--- src/rtl/core/bfc_pkg.sv ---
// Shared types and constants of the bitmap font text console.
package bfc_pkg;

  localparam int EMIT_ROWS    = 16;
  localparam int ROW_CNT_W    = $clog2(EMIT_ROWS);
  localparam int GLYPH_WIDTH  = 8;
  localparam int LINE_STEP    = 16;
  localparam int QUEUE_DEPTH  = 2;
  localparam int QPTR_W       = $clog2(QUEUE_DEPTH);
  localparam int QCNT_W       = $clog2(QUEUE_DEPTH + 1);

  localparam logic [7:0] NEWLINE_CODE = 8'd10;

  localparam logic ACT_LOAD  = 1'b0;
  localparam logic ACT_PRINT = 1'b1;

  localparam logic [1:0] CMD_LOAD    = 2'd0;
  localparam logic [1:0] CMD_NEWLINE = 2'd1;
  localparam logic [1:0] CMD_PRINT   = 2'd2;

  localparam logic [1:0] CFG_FRAME_WIDTH = 2'd0;
  localparam logic [1:0] CFG_ROW_PITCH   = 2'd1;
  localparam logic [1:0] CFG_FRAME_BASE  = 2'd2;
  localparam logic [1:0] CFG_FG_COLOR    = 2'd3;

  typedef struct packed {
    logic [1:0] kind;
    logic [7:0] code;
    logic [3:0] row;
    logic [7:0] bits;
  } cmd_t;

  typedef struct packed {
    logic [12:0] frame_width;
    logic [13:0] row_pitch;
    logic [63:0] frame_base;
    logic [31:0] fg_color;
  } cfg_t;

  typedef struct packed {
    logic                 start;
    logic                 emitting;
    logic [ROW_CNT_W-1:0] row_cnt;
  } back_status_t;

endpackage

--- src/rtl/core/bfc_queue.sv ---
// Short command queue between front end and back end.
module bfc_queue (
  input  logic                      clk,
  input  logic                      rst_n,
  input  logic                      push,
  input  bfc_pkg::cmd_t             push_cmd,
  output logic                      full,
  input  logic                      pop,
  output logic                      head_valid,
  output bfc_pkg::cmd_t             head_cmd,
  output logic [bfc_pkg::QCNT_W-1:0] count
);
  import bfc_pkg::*;

  cmd_t              entry_r [QUEUE_DEPTH];
  logic [QPTR_W-1:0] wr_ptr_r, wr_ptr_nxt;
  logic [QPTR_W-1:0] rd_ptr_r, rd_ptr_nxt;
  logic [QCNT_W-1:0] count_r, count_nxt;
  logic              do_push, do_pop;

  assign full       = (count_r == QCNT_W'(QUEUE_DEPTH));
  assign head_valid = (count_r != '0);
  assign head_cmd   = entry_r[rd_ptr_r];
  assign count      = count_r;

  always_comb begin
    do_push    = push && !full;
    do_pop     = pop && head_valid;
    wr_ptr_nxt = wr_ptr_r;
    rd_ptr_nxt = rd_ptr_r;
    count_nxt  = count_r;
    if (do_push) begin
      wr_ptr_nxt = (wr_ptr_r == QPTR_W'(QUEUE_DEPTH - 1)) ? '0 : wr_ptr_r + 1'b1;
    end
    if (do_pop) begin
      rd_ptr_nxt = (rd_ptr_r == QPTR_W'(QUEUE_DEPTH - 1)) ? '0 : rd_ptr_r + 1'b1;
    end
    if (do_push && !do_pop) begin
      count_nxt = count_r + 1'b1;
    end else if (do_pop && !do_push) begin
      count_nxt = count_r - 1'b1;
    end
  end

  always_ff @(posedge clk) begin
    if (!rst_n) begin
      wr_ptr_r <= '0;
      rd_ptr_r <= '0;
      count_r  <= '0;
    end else begin
      wr_ptr_r <= wr_ptr_nxt;
      rd_ptr_r <= rd_ptr_nxt;
      count_r  <= count_nxt;
    end
  end

  always_ff @(posedge clk) begin
    if (do_push) begin
      entry_r[wr_ptr_r] <= push_cmd;
    end
  end

endmodule

--- config.mk ---
export PLATFORM = sky130hd
export DESIGN_NAME = bfc_queue
export DESIGN_NICKNAME = d
export VERILOG_FILES = /design/src/rtl/core/bfc_pkg.sv /design/src/rtl/core/bfc_queue.sv
export SDC_FILE = /design/constraint.sdc
export NUM_CORES = 1
export LEC_CHECK = 0
export BUFFER_PORTS_ARGS = -buffer_cell sky130_fd_sc_hd__buf_2
export CAP_MARGIN = 10
export CORE_ASPECT_RATIO = 0.7
export CORE_MARGIN = 5
export CORE_UTILIZATION = 50
export CTS_CLUSTER_DIAMETER = 200
export DETAILED_ROUTE_END_ITERATION = 12
export PLACE_DENSITY = 0.75
export SLEW_MARGIN = 20
export SYNTH_ARGS = -nofsm -noshare
export SYNTH_HDL_FRONTEND = slang
export SYNTH_SLANG_ARGS = --single-unit
--- constraint.sdc ---
create_clock -name clk -period 2.7 [get_ports clk]
set_clock_uncertainty 0.05 [all_clocks]
set_input_delay 0.405 -clock clk [delete_from_list [all_inputs] [get_ports clk]]
set_output_delay 0.405 -clock clk [all_outputs]
set_load 0.005 [all_outputs]
; Word level (Yosys, flattened, before mapping)
; Memories as Yosys holds them, arrays and structs flattened. A register that Yosys moved wholly into a read port is not among the register bits.
; Index checks and enable logic that the tools add are counted.
[word_totals]
ramBits = 44
n_memories = 1
out_inout_bits = 26
elab_cells = 26
reg_bits = 4
[op_classes]
eq_ne = 1
muxes = 8
add_sub_neg = 4
n_reduce_logical = 9
[memory_table]
columns = memory, words, word_bits, read_ports, rd_clocked_by_memory_dff, write_ports, line
row1 = entry_r, 2, 22, 1, 1, 1, bfc_queue.sv:15  ; cmd_t entry_r [QUEUE_DEPTH];
[op_table]
columns = op, n
row1 = 2-to-1 mux 1 bit, 6
row2 = logical AND 1 bit, 4
row3 = 2-to-1 mux 2 bit, 2
row4 = nonzero test 2 bit, 2
row5 = zero test 1 bit, 3
row6 = "adder 1 bit, second input constant", 2
row7 = "adder 2 x 1 -> 2 bit, second input constant", 1
row8 = "== test 2 bit, second input constant", 1
row9 = "subtractor 2 x 1 -> 2 bit, second input constant", 1

; Logic depth before layout (Yosys ltp)
[logic_depth]
depth_word = 7
ltp_mapped = 7
ltp_nobuf = 7

; Worst setup path after synthesis
; OpenSTA, ideal clock, no wires.
[synth_timing]
kind = reg2reg
startpoint = register count_r[0] (netlist: count[0])
endpoint = memory entry_r[0][0] (netlist bit) (enable)
path_slack_ns = 0.712
arrival_time_ns = 1.539
setup_ns = 0.399
required_time_ns = 2.251
period_less_slack_ns = 1.988
stages_incl_launch_ff = 4
path_cell_list = dfxtp_1 > nand2b_1 > inv_2 > nor3_2
[synth_via]
elab_chain_cells = 5
[synth_lines]
columns = item, line
row1 = from (decl), bfc_queue.sv:18  ; logic [QCNT_W-1:0] count_r, count_nxt;
row2 = from (signal assigned), bfc_queue.sv:53  ; count_r <= count_nxt;
row3 = == test 2 bit, bfc_queue.sv:21  ; assign full = (count_r == QCNT_W'(QUEUE_DEPTH));
row4 = net full, bfc_queue.sv:7  ; output logic full,
row5 = zero test 1 bit, bfc_queue.sv:27  ; do_push = push && !full;
row6 = logical AND 1 bit, bfc_queue.sv:27
row7 = 2-to-1 mux 1 bit, bfc_queue.sv:58  ; if (do_push) begin
row8 = 2-to-1 mux 1 bit (not written as such), bfc_queue.sv:59  ; entry_r[wr_ptr_r] <= push_cmd;
row9 = to (decl), bfc_queue.sv:15
; The timed path passes the listed nets, and every way through them passes these cells.

==> flow_summary.json <==
{
  "min_period_ns": 2.143,
  "postRouteAntennaNets": 0,
  "cts_root_buf": "clkbuf_8",
  "synthArstFlopShare_pct": 0,
  "port_buffers": 51,
  "final-setup-viol-count": 0,
  "wl_met1_um": 1223,
  "ir_worst_vdd_mv": 0.5141,
  "dr_wl_met3_um": 277,
  "seqPwrFrac_pct": 47.6,
  "critical_path_class": "flip-flop to primary output",
  "maxSlewViolCount": 0,
  "vias": 985,
  "reg2reg_slack_ns": 0.92,
  "ys_ff_latch": 49,
  "boundaryPins": 52,
  "cts_setup_buffers": 0,
  "power.total_mw": 2.135,
  "drt_iter0_markers": 47,
  "clk_pin_slew_ns": 0.08,
  "p_per_area_mw_per_mm2": 933.8,
  "grt_pass1_vias": 1071,
  "ys_seq_area_share_pct": 78.29,
  "holdPathEnd": "entry_r[0][14]",
  "syn_area_sq_mm": 0.001815,
  "die_area_sq_mm": 0.004955,
  "syn_avg_cell_area_sq_um": 19.52,
  "cp_max_fo": 12,
  "period_share_pct": 79.36,
  "grt_pass1_wl_um": 4843,
  "critical_path.reg2reg.endpoint": "entry_r[0][6]",
  "status": "finished clean",
  "yosysWarnings": 0,
  "h-tree-depth": 2,
  "cp_data_required_time_ns": 2.25,
  "clockBufferDepth": 2,
  "cts_resized": 0,
  "worstReg2RegStart": "count[0]",
  "netlist_top_cells_area": "edfxtp_1 (73%), mux2_2 (14%), dfxtp_1 (5.5%), and2_1 (1.0%), xnor2_1 (0.96%)",
  "p_switching_mw": 0.5239,
  "leakagePower_nw": 0.8858,
  "routed_wl_um": 3106,
  "clk_latency_ns": 0.29,
  "top_layer": "met4",
  "clock_sinks": 49,
  "rr_worst_depth": 4,
  "cts_buffers": 5,
  "hold_path_class": "input pin to flip-flop",
  "synth_area_leader_cell": "edfxtp_1",
  "synth_ff_type": "edfxtp_1",
  "overflow": 0,
  "area_growth_pct": 25.91,
  "syn_nets": 120,
  "route.detailed.drc": 0,
  "cts_tree": "built",
  "drt_first_pass_iters": 4,
  "power_frac_comb_pct": 24.7,
  "die-height_um": 60.42,
  "cp-start-kind": "flip-flop",
  "avgViaCountPerCell": 4.852,
  "tns_ns": 0,
  "worst_pin_slew_ns": 0.5332,
  "grt_max_degree": 23,
  "swShare_pct": 24.54,
  "rsz0062_at_grt": "false",
  "start_util_pct": 51.67,
  "diodes": 0,
  "drive_gt1_share_pct": 56.86,
  "grtUsageTotal_pct": 14.11,
  "nets": 179,
  "intPower_mw": 1.611,
  "max_slew_margin_pct": 64.34,
  "die_x_um": 82.02,
  "antenna_found_initial": 0,
  "postCtsHoldBufs": 0,
  "wl_per_cell_um": 15.30,
  "final_hold_viol_count": 0,
  "max_freq_mhz": 466.7,
  "whs_path_depth": 1,
  "wl_met2_um": 1517,
  "synthCells": 93,
  "cap_viol_max_count": 0,
  "routabilityCongestion": 0.7921,
  "cp-end-kind": "primary output",
  "synth_edf_count": 44,
  "core-area_sq_mm": 0.003513,
  "num_rows": 18,
  "dp_hpwl_um": 2224,
  "hp-start": "push_cmd[14]",
  "synthDistinctLibCells": 21,
  "critPathArrivalTime_ns": 1.69,
  "synth_top_area_share_pct": 72.78,
  "p_clk_share_pct": 27.6
}
[state kept, by name, indices dropped and copies added (netlist names), named ones only]
signal,count
count,2
entry_r,44
wr_ptr_r,1
rd_ptr_r,1
[worst max-delay path, stage by stage, from the launching register on]
cell	delay, ns
dfxtp_1	0.61
buf_4	0.30
mux2_2	0.35
buf_2	0.13
[worst max-delay path by stage]
| stage | to | slack [ns] | cells past startpoint |
|---|---|---|---|
| floorplan | entry_r[0][0] | 0.71 | 3 |
| global placement | head_cmd[19] | 0.90 | 3 |
| detailed placement | head_cmd[19] | 0.86 | 3 |
| CTS | head_cmd[19] | 0.51 | 3 |
| global route | head_cmd[6] | 0.45 | 3 |
| finish | head_cmd[17] | 0.56 | 3 |
[kinds of logic (layout without fill, tap and decap cells)]
kind of cell	Yosys count	count (layout)	synth area share, %
compound gates	5	5	1.792
xor+xnor	3	3	1.448
fa+ha+maj	1	1	0.6891
buf+inv	4	64	0.9645
flops	49	49	78.29
mux	22	22	13.65
simple gates	9	9	3.171
[synth_stat cells, types with 2 or more instances]
cell type	count
buf_2	2
dfxtp_1	5
and2_1	3
mux2_2	22
edfxtp_1	44
xnor2_1	2
[power groups by stage]
stage | Combinational [mW] | Clock [mW] | Sequential, mW
final | 0.527 | 0.590 | 1.02
after global routing | 0.587 | 0.640 | 1.03
after CTS | 0.539 | 0.606 | 1.02
after detailed placement | 0.532 | 0 | 1.04
after global placement | 0.516 | 0 | 1.03
after floorplan | 0.326 | 0 | 1.01
[routing by layer]
| metal | vias to the layer above | track usage [%] |
|---|---|---|
| li1 | 471 | - |
| met1 | 463 | 15.35 |
| met2 | 42 | 23.25 |
| met3 | 9 | 5.638 |
| met4 | 0 | 9.242 |
| met5 | - | 0 |
[through the flow]
stage	hold slack [ns]	std cells	worst slack (ns)	util, %	area, sq um
after global placement	0.4480	195	0.8998	61.25	2152
after CTS	0.2295	203	0.5142	65.06	2286
after global routing	0.2246	203	0.4460	65.06	2286
final	0.2422	203	0.5574	65.06	2286
after floorplan	0.4539	93	0.7119	-	1815
after detailed placement	0.4854	195	0.8644	61.25	2152
[layout make-up]
cell class | instances | area (sq um)
Clock buffer | 5 | 68.82
Clock inverter | 3 | 65.06
Fill cell | 260 | 1227
Inverter | 2 | 7.507
Multi-Input combinational cell | 40 | 382.9
Sequential cell | 49 | 1421
Tap cell | 50 | 62.56
Timing Repair Buffer | 54 | 277.8
[cell usage in the layout, fill, tap and decap left out, drive strengths merged, types with 2 or more instances in the layout]
| cell type | count |
|---|---|
| bufinv | 2 |
| o21ai | 2 |
| clkbuf | 5 |
| xnor2 | 2 |
| a21boi | 2 |
| dfxtp | 5 |
| edfxtp | 44 |
| and2 | 3 |
| buf | 54 |
| mux2 | 22 |
| inv | 2 |
(Power assumes the default switching activity.)
